### config.mk
export PLATFORM = sky130hd
export DESIGN_NAME = bitmap_run_allocator_flat
export DESIGN_NICKNAME = d
export VERILOG_FILES = /design/src/rtl/core/bra_pkg.sv /design/src/rtl/core/bra_stream_if.sv /design/src/rtl/core/bitmap_run_allocator.sv /design/src/flat_wrapper.sv
export SDC_FILE = /design/constraint.sdc
export NUM_CORES = 1
export LEC_CHECK = 0
export BUFFER_PORTS_ARGS = -buffer_cell sky130_fd_sc_hd__buf_2
export CELL_PAD_IN_SITES_DETAIL_PLACEMENT = 1
export CELL_PAD_IN_SITES_GLOBAL_PLACEMENT = 1
export CORE_ASPECT_RATIO = 1.4
export CORE_UTILIZATION = 43
export CTS_CLUSTER_DIAMETER = 200
export DETAILED_ROUTE_END_ITERATION = 12
export PLACE_DENSITY = 0.84
export SYNTH_ARGS = -nofsm -noshare
export SYNTH_HDL_FRONTEND = slang
export SYNTH_SLANG_ARGS = --single-unit
### constraint.sdc
create_clock -name clk -period 2.02 [get_ports clk]
set_input_delay 0.404 -clock clk [delete_from_list [all_inputs] [get_ports clk]]
set_output_delay 0.404 -clock clk [all_outputs]
set_load 0.1 [all_outputs]
### src/rtl/core/bra_pkg.sv
// Shared types and constants for the bitmap run allocator.
// No dependencies; compiled first.
package bra_pkg;

  localparam int POOL_CELLS_DEF = 16;

  localparam int OPCODE_W = 1;
  localparam int COUNT_W  = 5;
  localparam int START_W  = 4;
  localparam int FIRST_W  = 4;

  localparam logic [OPCODE_W-1:0] OP_ALLOC = 1'b0;
  localparam logic [OPCODE_W-1:0] OP_FREE  = 1'b1;

  typedef struct packed {
    logic [OPCODE_W-1:0] opcode;
    logic [COUNT_W-1:0]  cell_count;
    logic [START_W-1:0]  start_cell;
  } req_t;

  typedef struct packed {
    logic               success;
    logic [FIRST_W-1:0] first_cell;
    logic               pool_empty;
  } rsp_t;

endpackage

### src/rtl/core/bra_stream_if.sv
// Valid/ready stream channel carrying one payload beat per handshake.
// Payload type is a parameter; no package dependency.
interface bra_stream_if #(parameter type T = logic) ();
  logic valid;
  logic ready;
  T     data;

  modport source (output valid, output data, input ready);
  modport sink   (input valid, input data, output ready);
endinterface

### src/rtl/core/bitmap_run_allocator.sv
// First-fit contiguous run allocator over a busy bitmap.
// Allocate scans the cells in order for a free run of cell_count cells, then returns to
// the run's first cell and marks each cell busy, then finishes; free clears each cell.
// One request at a time: a new request is taken only in the idle state.
// A result waits in the output register while the next request is taken.
// Reset (synchronous, active high) clears the bitmap to all free and empties the output.
module bitmap_run_allocator
  import bra_pkg::*;
#(
  parameter int POOL_CELLS = POOL_CELLS_DEF
) (
  input  logic         clk,
  input  logic         rst,
  bra_stream_if.sink   req,
  bra_stream_if.source rsp
);

  localparam int IDX_W  = $clog2(POOL_CELLS);
  localparam int CNT_W  = $clog2(POOL_CELLS + 1);
  localparam int CMP_W  = (CNT_W > COUNT_W) ? CNT_W : COUNT_W;
  localparam int POS_W  = COUNT_W + 1;
  localparam int FCMP_W = (POS_W > CNT_W) ? POS_W : CNT_W;
  localparam int EXT_W  = FIRST_W + IDX_W;

  localparam logic [2:0] ST_IDLE   = 3'd0;
  localparam logic [2:0] ST_SCAN   = 3'd1;
  localparam logic [2:0] ST_MARK   = 3'd2;
  localparam logic [2:0] ST_FREE   = 3'd3;
  localparam logic [2:0] ST_FINISH = 3'd4;

  logic [2:0]            state;
  logic [POOL_CELLS-1:0] busy_map;
  logic [IDX_W-1:0]      idx;
  logic [IDX_W-1:0]      last;
  logic [CNT_W-1:0]      run;
  logic [CNT_W-1:0]      want;
  logic [POS_W-1:0]      pos;
  logic [COUNT_W-1:0]    rem;
  logic                  res_ok;
  logic [IDX_W-1:0]      res_first;
  logic                  out_valid;
  rsp_t                  out_data;

  logic                  in_fire;
  logic                  load_out;
  logic [CNT_W-1:0]      run_inc;
  logic [CNT_W-1:0]      first_calc;
  logic                  count_bad;
  logic                  pos_in_pool;
  logic [EXT_W-1:0]      first_ext;

  assign req.ready = (state == ST_IDLE);
  assign in_fire   = req.valid && req.ready;
  assign load_out  = (state == ST_FINISH) && (!out_valid || rsp.ready);

  assign run_inc     = run + CNT_W'(1);
  assign first_calc  = CNT_W'(idx) + CNT_W'(1) - want;
  assign count_bad   = (req.data.cell_count == '0) ||
                       (CMP_W'(req.data.cell_count) > CMP_W'(POOL_CELLS));
  assign pos_in_pool = FCMP_W'(pos) < FCMP_W'(POOL_CELLS);
  assign first_ext   = EXT_W'(res_first);

  assign rsp.valid = out_valid;
  assign rsp.data  = out_data;

  always_ff @(posedge clk) begin
    if (rst) begin
      state     <= ST_IDLE;
      busy_map  <= '0;
      out_valid <= 1'b0;
    end else begin
      if (out_valid && rsp.ready && !load_out) begin
        out_valid <= 1'b0;
      end
      case (state)
        ST_IDLE: begin
          if (in_fire) begin
            res_ok    <= !((req.data.opcode == OP_ALLOC) && count_bad);
            res_first <= '0;
            idx       <= '0;
            run       <= '0;
            want      <= CNT_W'(req.data.cell_count);
            pos       <= POS_W'(req.data.start_cell);
            rem       <= req.data.cell_count;
            if (req.data.opcode == OP_ALLOC) begin
              if (count_bad) begin
                state <= ST_FINISH;
              end else begin
                state <= ST_SCAN;
              end
            end else if (req.data.cell_count == '0) begin
              state <= ST_FINISH;
            end else begin
              state <= ST_FREE;
            end
          end
        end
        ST_SCAN: begin
          if (busy_map[idx]) begin
            run <= '0;
            if (idx == IDX_W'(POOL_CELLS - 1)) begin
              res_ok <= 1'b0;
              state  <= ST_FINISH;
            end else begin
              idx <= idx + IDX_W'(1);
            end
          end else if (run_inc == want) begin
            // run found: walk back over it setting busy bits
            res_first <= IDX_W'(first_calc);
            idx       <= IDX_W'(first_calc);
            last      <= idx;
            state     <= ST_MARK;
          end else begin
            run <= run_inc;
            if (idx == IDX_W'(POOL_CELLS - 1)) begin
              res_ok <= 1'b0;
              state  <= ST_FINISH;
            end else begin
              idx <= idx + IDX_W'(1);
            end
          end
        end
        ST_MARK: begin
          busy_map[idx] <= 1'b1;
          if (idx == last) begin
            state <= ST_FINISH;
          end else begin
            idx <= idx + IDX_W'(1);
          end
        end
        ST_FREE: begin
          // cells past the pool end are skipped
          if (pos_in_pool) begin
            busy_map[pos[IDX_W-1:0]] <= 1'b0;
          end
          pos <= pos + POS_W'(1);
          rem <= rem - COUNT_W'(1);
          if (rem == COUNT_W'(1)) begin
            state <= ST_FINISH;
          end
        end
        ST_FINISH: begin
          if (load_out) begin
            out_valid           <= 1'b1;
            out_data.success    <= res_ok;
            out_data.first_cell <= first_ext[FIRST_W-1:0];
            out_data.pool_empty <= ~|busy_map;
            state               <= ST_IDLE;
          end
        end
        default: begin
          state <= ST_IDLE;
        end
      endcase
    end
  end

endmodule

### src/flat_wrapper.sv
// flat-port wrapper written by rule: the top's interface ports become plain ports
module bitmap_run_allocator_flat import bra_pkg::*;
#(
  parameter int POOL_CELLS = POOL_CELLS_DEF
)
  (clk, rst, req_valid, req_data, req_ready, rsp_valid, rsp_data, rsp_ready);
  bra_stream_if #(.T(req_t)) req_i ();
  bra_stream_if #(.T(rsp_t)) rsp_i ();
  input  logic clk;
  input  logic rst;
  input wire logic [$bits(req_i.valid)-1:0] req_valid;
  input wire logic [$bits(req_i.data)-1:0] req_data;
  output wire logic [$bits(req_i.ready)-1:0] req_ready;
  output wire logic [$bits(rsp_i.valid)-1:0] rsp_valid;
  output wire logic [$bits(rsp_i.data)-1:0] rsp_data;
  input wire logic [$bits(rsp_i.ready)-1:0] rsp_ready;
  assign req_i.valid = req_valid;
  assign req_i.data = req_data;
  assign req_ready = req_i.ready;
  assign rsp_valid = rsp_i.valid;
  assign rsp_data = rsp_i.data;
  assign rsp_i.ready = rsp_ready;
  bitmap_run_allocator #(.POOL_CELLS(POOL_CELLS)) u_core (.clk(clk), .rst(rst), .req(req_i), .rsp(rsp_i));
endmodule
# Word level (Yosys, flattened, before mapping)
# Index checks and enable logic that the tools add are counted.
# classes
addsub	6
n_lt_le_gt_ge	6
eq_ne	17
mux	44
n_bitwise	6
reduce_logical	29
# op_table
op	count
case mux 16 bit (2 select lines)	1
two-way mux 3 bit	10
two-way mux 4 bit	7
two-way mux 5 bit	4
case mux 5 bit (2 select lines)	2
bitwise AND 16 bit	1
two-way mux 16 bit	1
NOT 16 bit	1
OR 16 bit	1
AND reduction 4 bit	4
OR reduction 16 bit	1
case mux 3 bit (5 select lines)	1
case mux 4 bit (3 select lines)	1
case mux 6 bit (2 select lines)	1
< comparator 4 x 5 -> 1 bit, second input constant	2
two-way mux 1 bit	10
!= test 2 x 1 -> 1 bit, second input constant	5
AND reduction 3 bit	3
adder 4 x 1 -> 4 bit, second input constant	2
demux 1 bit (select 4 bit)	2
greater-or-equal comparator 4 x 1 -> 1 bit, second input constant	2
case mux 4 bit (2 select lines)	1
logical AND 1 bit	7
adder 6 x 1 -> 6 bit, second input constant	1
other kinds (26)	37
# totals
register_bits	60
in_bits	14
word_cells	122

# Logic depth before layout (Yosys ltp)
# Gate-level depths: netlist (run 1).
# depth
depth_word	8
ltp_mapped	11
ltp_nobuf	10

# Worst setup path after synthesis (run 1)
# No wires, ideal clock.
# synth_timing
kind	reg2reg
startpoint	register u_core.state[2]
endpoint	register u_core.pos[0] (enable)
setup_ps	381
t_arrival_ps	3549
required_time_ps	1639
slack_ps	-1910
stages_incl_launch_ff	5
path_buffers	1
cell_sequence	dfxtp_1 -> buf_2 -> nor3_1 -> and3b_1 -> o21bai_1
# synth_between
elab_chain_cells	4
elab_cells_between_ends	6
cone_classes	eq/ne: 2; reduce/logical: 4
# synth_lines
item	line	source
start, declared	bitmap_run_allocator.sv:31	logic [2:0] state;
start signal, assigned	bitmap_run_allocator.sv:68	state <= ST_IDLE;
start signal, assigned	bitmap_run_allocator.sv:87	state <= ST_FINISH;
start signal, assigned	bitmap_run_allocator.sv:89	state <= ST_SCAN;
logical NOT 3 bit (*)	bitmap_run_allocator.sv:52	assign req.ready = (state == ST_IDLE);
net req_ready	flat_wrapper.sv:13	output wire logic [$bits(req_i.ready)-1:0] req_ready;
logical AND 1 bit	bitmap_run_allocator.sv:53	assign in_fire = req.valid && req.ready;
!= test 2 bit (no line)	--	
AND reduction 3 bit (no line) (*)	--	
end signal, assigned	bitmap_run_allocator.sv:83	pos <= POS_W'(req.data.start_cell);
end signal, assigned	bitmap_run_allocator.sv:136	pos <= pos + POS_W'(1);
end, declared	bitmap_run_allocator.sv:37	logic [POS_W-1:0] pos;
# The timed path passes the listed nets; every way through them passes the cells marked *.
# A chain may end at the register's enable or synchronous reset.

# Final worst setup path (run 1)
# layout_timing
startpoint	register u_core.want[1]
endpoint	register u_core.idx[3], data pin
# layout_between
elab_chain_cells	4
elab_cells_between_ends	5
cone_classes	add/sub: 1; eq/ne: 1; mux: 3
# layout_lines
item	line	source
start, declared	bitmap_run_allocator.sv:36	logic [CNT_W-1:0] want;
start signal, assigned	bitmap_run_allocator.sv:82	want <= CNT_W'(req.data.cell_count);
subtractor 4 bit / == test 5 bit (equally long branches)	bitmap_run_allocator.sv:57, bitmap_run_allocator.sv:107	
two-way mux 4 bit (*)	bitmap_run_allocator.sv:107	end else if (run_inc == want) begin
two-way mux 4 bit (*)	bitmap_run_allocator.sv:99	if (busy_map[idx]) begin
case mux 4 bit (3 select lines) (*)	bitmap_run_allocator.sv:75	case (state)
end signal, assigned	bitmap_run_allocator.sv:105	idx <= idx + IDX_W'(1);
end signal, assigned	bitmap_run_allocator.sv:110	idx <= IDX_W'(first_calc);
end signal, assigned	bitmap_run_allocator.sv:119	idx <= idx + IDX_W'(1);
end, declared	bitmap_run_allocator.sv:33	logic [IDX_W-1:0] idx;
# Mark *: on every way between the ends. The rest lies on a longest branch, timed or not.

==> summary.md, run 1 <==
| Metric | Value |
|---|---|
| Status | finished with violations |
| Failing checks | negative setup slack |
| Max VDD drop | 0.5993 mV |
| Vias per cell | 5.646 |
| Initial antenna violation count | 0 |
| Power Dens Cells | 1175 mW/mm² |
| Total wire length | 9.164 mm |
| DP Area | 0.003862 mm² |
| Number of synthesized register bits | 60 |
| Mapped cell area | 0.003388 mm² |
| Post-synth top area share | around 35% |
| Critical path class | register to register |
| Mux contribution to synthesized area | 3.250% |
| Seq/Total Area, Yosys | 47.27% |
| Area of the multi-input gates | 0.001803 mm² |
| HP Class | primary input to register |
| Setup Skew | 12.84 ps |
| GRT Total Usage | 24.01% |
| Post-Synth XOR/XNOR Area | 7.275% |
| Final instance area | 0.004172 mm² |
| Final Hold Viols | 0 |
| Post-Synth Simple-Gate Area | 19.90% |
| Syn nets | approximately 370 |
| Max Clock Freq | approximately 470 MHz |
| Slew @ Worst Pin | between 500 and 600 ps |
| Crit-path max FO | 2 |
| Initial Util | 45.18% |
| Worst setup EP type | register |
| DIE WIDTH | 77.02 µm |
| Worst Hold Depth | 1 |
| Cell taking the most area after synthesis | edfxtp_1 |
| Post-synth top flop | edfxtp_1 |
| Ys Warns | 0 |
| Vias | between 2000 and 3000 |
| Area growth, synth to finish | 23.12% |
| Placed cell count | 469 |
| # DRC | 0 |
| Post-CTS Hold Buffers | 0 |
| Post-synth cell types | 47 |
| Number of global-route vias before repair | 2895 |
| CTS Sinks | 60 |
| Worst skew pair latency | 360 ps |
| Clk buf depth | 2 |
| Mean post-synth cell area | 10.08 µm² |
| Cell Rows | 37 |
| Most common cell in the netlist | edfxtp_1 |
| Gp weighted congestion | around 0.9 |
| Post-synthesis compound-gate area fraction | 11.00% |
| Diode count | 0 |
| Fin cells | a little under 500 |
| TritonCTS Buffers | 9 |
| First-pass GRT wire length | 14.63 mm |
| First-pass DRT Iterations | 4 |
| Pins Over Slew Limit | 0 |
| WL/cell | approximately 19 µm |
| Die Y | roughly 110 µm |
| IO Pins | 22 |
| Share of layout cells above drive strength 1 | 29.95% |
| RSZ-0062 raised after global routing | true |
| Post-route setup slack | -96.42 ps |
| Nature of the critical path startpoint | register |
| Worst-path clk slew | 60 ps |
| Initial DRC count | 125 |
| Worst EP arrival | 2210 ps |
| Worst Path Required | 2120 ps |
| Fill count | 878 |
| Reg2Reg Depth | 9 |
| Largest family of logic cells by synthesized area | simple AND/OR/NAND/NOR gates |
| Syn Inst Count | 336 |
| Top cells by area, synth | edfxtp_1, dfxtp_1, ha_1 |
| Root buf cell | clkbuf_8 |
| Max_cap viols | 0 |
| Final period util | 104.8% |
| Total core area | 0.007500 mm² |
| Tmin final | 2116 ps |
| Largest net degree at the start of global routing | 19 |
| # nets final | 420 |
| Adder-Cell Fraction of Synth Area | approximately 6.5% |
| Post-synth EDFFs | 40 |
| TritonCTS clock tree | built |
| Most frequent cells after synthesis | edfxtp_1, nand3_1, o21ai_0, a21oi_1, nand2_1 |
| Async SR Flop Fraction | 0% |
| Input/output buffers | 21 |
| DIE AREA | 0.008243 mm² |
| Register area | 0.001604 mm² |
| HPWL Detailed | 6.693 mm |
| Slew Limit Headroom | 61.24% |
| Setup violations, final | 18 |
| P_leak | approximately 1.6 nW |
| # H-tree levels | 3 |
| GR Overflow Total | 0 |
| Detail Route Antenna Nets | 0 |
## power by group
| part | switching [mW] | internal (mW) | leakage [nW] |
|---|---|---|---|
| clock | 0.459 | 0.509 | 0.0905 |
| combinational | 1.32 | 0.850 | 0.944 |
| sequential | 0.189 | 1.58 | 0.535 |
## layer usage
layer | GRT usage (%) | part of all wire [%] | wire [µm]
met4 | 13.48 | 3.8 | 350
met2 | 45.09 | 55 | 5031
met5 | 0 | 0 | 0
met1 | 24.21 | 38 | 3510
met3 | 5.277 | 3.0 | 271
## area by class of cell
class,instances,area share (%)
Timing Repair Buffer,61,9.868
Tap cell,97,2.909
Clock buffer,14,3.899
Inverter,15,1.410
Multi-Input combinational cell,242,43.22
Clock inverter,2,0.2400
Sequential cell,60,38.45
## stage by stage
step | power (mW) | setup WS (ps) | setup TNS, ps | util [%] | hold slack, ps
3_5_place_dp | 3.742 | -198.3 | -3680 | 51.50 | 407.1
3_3_place_gp | 3.658 | -127.0 | -1703 | 51.50 | 401.0
2_1_floorplan | 3.197 | -213.3 | -2610 | - | 400.3
5_1_grt | 5.154 | -150.9 | -2405 | 55.62 | 249.4
4_1_cts | 4.778 | -133.5 | -1737 | 54.79 | 235.4
6_report | 4.900 | -96.42 | -855.0 | 55.62 | 258.3
## final timing paths
kind | from | end | slack, ps
setup / recovery | u_core.want[1] | u_core.idx[3] | -100
hold / removal | req_data[5] | u_core.want[1] | 260
setup reg to reg | u_core.want[1] | u_core.idx[3] | -100
hold reg to reg | u_core.res_first[0] | u_core.rsp.data[1] | 420
## cells by family (layout without fill, tap and decap cells)
family | Yosys count | count (layout)
buffers and inverters | 34 | 92
xor gates and xnor gates | 23 | 23
adders and majority gates | 17 | 17
muxes | 6 | 6
and+or+nand+nor | 129 | 129
AOI/OAI and AO/OA | 67 | 67
DFF | 60 | 60
## repair_timing
item,in CTS,in global routing
cloned,0,0
setup buffers,5,2
setup endpoints to repair,31,38
gates resized for setup,12,10
pin swaps,14,14
## flip-flops by register name, summed over array words and instances, names as in the netlist
signal and count:
u_core.state 3, u_core.want 5, u_core.res_ok 1, u_core.rem 5, u_core.last 4, u_core.busy_map 16, u_core.res_first 4, u_core.idx 4
u_core.rsp.valid 1, u_core.rsp.data 6, u_core.pos 6, u_core.run 5
## worst max-delay path, cell delays in order (launching register included)
cell      delay (ps)
edfxtp_1         490
ha_4             310
inv_2             30
ha_4             140
fa_2             350
xnor2_2          140
xnor2_1          160
nor2_1            70
nand3_1           70
o211ai_1          80
## cell usage in the layout (no fill, tap or decap), drive strengths merged, types with 16 or more instances in the layout
| cell type | n |
|---|---|
| buf | 60 |
| edfxtp | 40 |
| nand3 | 36 |
| o21ai | 32 |
| nand2 | 24 |
| a21oi | 23 |
| nor2 | 20 |
| dfxtp | 20 |
| ha | 16 |
(Power assumes the default switching activity.)
==> inputs of run 2 (changes only) <==
--- a/config.mk
+++ b/config.mk
@@ -5,14 +5,14 @@
 export SDC_FILE = /design/constraint.sdc
 export NUM_CORES = 1
 export LEC_CHECK = 0
-export BUFFER_PORTS_ARGS = -buffer_cell sky130_fd_sc_hd__buf_2
 export CELL_PAD_IN_SITES_DETAIL_PLACEMENT = 1
 export CELL_PAD_IN_SITES_GLOBAL_PLACEMENT = 1
 export CORE_ASPECT_RATIO = 1.4
-export CORE_UTILIZATION = 43
+export CORE_UTILIZATION = 45
 export CTS_CLUSTER_DIAMETER = 200
 export DETAILED_ROUTE_END_ITERATION = 12
-export PLACE_DENSITY = 0.84
+export DONT_BUFFER_PORTS = 1
+export PLACE_DENSITY = 0.83
 export SYNTH_ARGS = -nofsm -noshare
 export SYNTH_HDL_FRONTEND = slang
 export SYNTH_SLANG_ARGS = --single-unit
==> summary.md, run 2 (synthesis results as in run 1) <==
| Metric | Value |
|---|---|
| Status | finished with violations |
| Failing checks | negative setup slack |
| DIE AREA | 0.007885 mm² (-4.3%) |
| Max Clock Freq | 470.4 MHz (-0.45%) |
| Root buf cell | clkbuf_8 |
| Die Y | 104.7 µm (-2.2%) |
| Initial antenna violation count | 0 (unchanged) |
| Clk buf depth | 2 (unchanged) |
| CP max stage cell | mux4_2 |
| Area growth, synth to finish | 23.01% (about the same) |
| Comb pwr share | 44.3% (about the same) |
| Commonest non-fill, non-tap cell in the layout | buf_4 |
| Setup TNS | -877.3 ps (-22.27 ps) |
| Switching Fraction | 40.48% (+0.41 points) |
| Number of global-route vias before repair | 2931 (+1.2%) |
| Pins Over Slew Limit | 0 (unchanged) |
| Post-CTS Hold Buffers | 0 (unchanged) |
| Crit-path max FO | 5 (+3) |
| First-pass DRT Iterations | 4 (unchanged) |
| Vias per cell | 5.747 (+1.8%) |
| Total core area | 0.007315 mm² (-2.5%) |
| DIE WIDTH | 75.34 µm (-2.2%) |
| Fill count | 833 (-5.1%) |
| Gp weighted congestion | 0.8990 (+1.6%) |
| Cell Int Power | 2.876 mW (-2.1%) |
| DP Area | 0.003840 mm² (-0.58%) |
| P_leak | 1.545 nW (-1.5%) |
| Initial Util | 46.32% (+1.1 points) |
| Worst EP arrival | 2180 ps (-30 ps) |
| IO Pins | 22 (unchanged) |
| Worst-path clk slew | 60 ps (about the same) |
| Power Dens Cells | 1159 mW/mm² (-1.3%) |
| Tmin final | 2126 ps (+9.586 ps) |
| Final Hold Viols | 0 (unchanged) |
| Detail Route Antenna Nets | 0 (unchanged) |
| # nets final | 411 (-2.1%) |
| HP Class | primary input to register |
| HPWL Detailed | 6.911 mm (+3.3%) |
| Worst Hold Slack | 105.0 ps (-153.3 ps) |
| Sw power | 1.956 mW (-0.37%) |
| Worst skew pair latency | 360 ps (about the same) |
| Worst Path Required | 2080 ps (-40 ps) |
| Slew @ Worst Pin | 536.4 ps (-43.87 ps) |
| Max_cap viols | 0 (unchanged) |
| Highest-count cells in the layout ignoring fill and taps | buf_4, edfxtp_1, nand3_1, o21ai_0, nand2_1 |
| GR Overflow Total | 0 (unchanged) |
| Nature of the critical path startpoint | register |
| CP peak stage delay | 480 ps (about the same) |
| Share of layout cells above drive strength 1 | 26.49% (-3.5 points) |
| Slew Limit Headroom | 64.17% (+2.9 points) |
| Final period util | 105.2% (+0.47 points) |
| First-pass GRT wire length | 14.72 mm (+0.57%) |
| Max VDD drop | 0.7117 mV (+19%) |
| WL/cell | 19.73 µm (+5.7%) |
| Number of flip-flops under the largest register name | 16 (unchanged) |
| # DRC | 0 (unchanged) |
| Setup Skew | 12.15 ps (-0.6860 ps) |
| Initial DRC count | 111 (-11%) |
| Largest net degree at the start of global routing | 28 (+9) |
| Input/output buffers | 0 (-100%) |
| Setup violations, final | 13 (-5) |
| Diode count | 0 (unchanged) |
| Vias | 2770 (-0.072%) |
| Cell Rows | 37 (unchanged) |
| TritonCTS Buffers | 9 (unchanged) |
| GRT Total Usage | 26.10% (+2.1 points) |
| RSZ-0062 raised after global routing | true |
| TritonCTS clock tree | built |
| Critical-path cell list | buf_12 > mux4_2 > nand3b_1 > buf_4 > and4_4 > nand3_4 > a21oi_4 |
| Total wire length | 9.508 mm (+3.8%) |
| CTS Sinks | 60 (unchanged) |
| Post-route setup slack | -106.0 ps (-9.586 ps) |
| Critical path class | register to register |
| Register name with the most flops | u_core.busy_map |
| # H-tree levels | 3 (unchanged) |
| Clk pwr share | 19.2% (-0.6 points) |
| Worst setup EP type | register |
| Power share of the sequential group | 36.5% (+0.5 points) |
| Final instance area | 0.004168 mm² (about the same) |
==> run 2: changes by cell type in the layout (fill, tap and decap cells not counted), moves of 2 or more <==
| cell | before | now |
|---|---|---|
| buf_2 | 20 | 0 |
| o21ai_2 | 5 | 1 |
| o21ai_1 | 1 | 3 |
| clkinv_1 | 0 | 3 |
| o21ai_4 | 0 | 2 |
| buf_6 | 1 | 5 |
| buf_4 | 39 | 46 |
==> run 2: final cells by class <==
type                       count  area [µm²]  share of cell area (%)
multi-input combinational    242        1802                   43.23
inverter                      15       58.81                   1.411
timing repair buffer          52       421.7                   10.12
tap                           97       121.4                   2.912
clock buffer                  12       145.1                   3.482
clock inverter                 4       16.27                  0.3903
sequential                    60        1603                   38.46
==> run 2: worst max-delay path: cells and delay by family, from the launching register on <==
| family | cells | cell delay, ps |
|---|---|---|
| AOI/OAI and AO/OA | 1 | 190 |
| buffers and inverters | 2 | 260 |
| DFF | 1 | 420 |
| muxes | 1 | 480 |
| and+or+nand+nor | 3 | 480 |
==> run 2: layer usage <==
layer	track usage (%)	share of wire, %
met5	0	0
met4	17.06	5.2
met3	5.111	2.7
met2	44.90	55
met1	27.78	38
==> run 2: repair_timing <==
item | in CTS | in global routing
setup buffers | 4 | 4
setup endpoints to repair | 31 | 28
resized for setup | 14 | 9
pin swaps | 15 | 11
==> run 2: path summary, 6_finish.rpt <==
check                 startpoint             endpoint  slack [ps]  cells past startpoint
max reg2reg        u_core.idx[0]  u_core.res_first[2]        -110                      7
min reg2reg  u_core.res_first[2]   u_core.rsp.data[3]         420                      0
max                u_core.idx[0]  u_core.res_first[2]        -110                      7
min                          rst      u_core.state[0]         100                      1
==> run 2: through the flow <==
step           std cells  util [%]  setup slack (ps)  total power, mW
2_1_floorplan        336         -            -213.3            3.197
3_3_place_gp         459     52.50            -190.8            3.656
3_5_place_dp         459     52.50            -240.9            3.763
4_1_cts              478     55.97            -114.0            4.783
5_1_grt              482     56.98            -196.4            5.074
6_report             482     56.98            -106.0            4.832
==> run 2: power groups by stage <==
stage | clock [mW] | sequential, mW | combinational (mW)
final | 0.930 | 1.76 | 2.14
after global routing | 0.988 | 1.79 | 2.30
after CTS | 0.945 | 1.76 | 2.08
after detailed placement | 0 | 1.80 | 1.97
after global placement | 0 | 1.78 | 1.87
after floorplan | 0 | 1.81 | 1.38
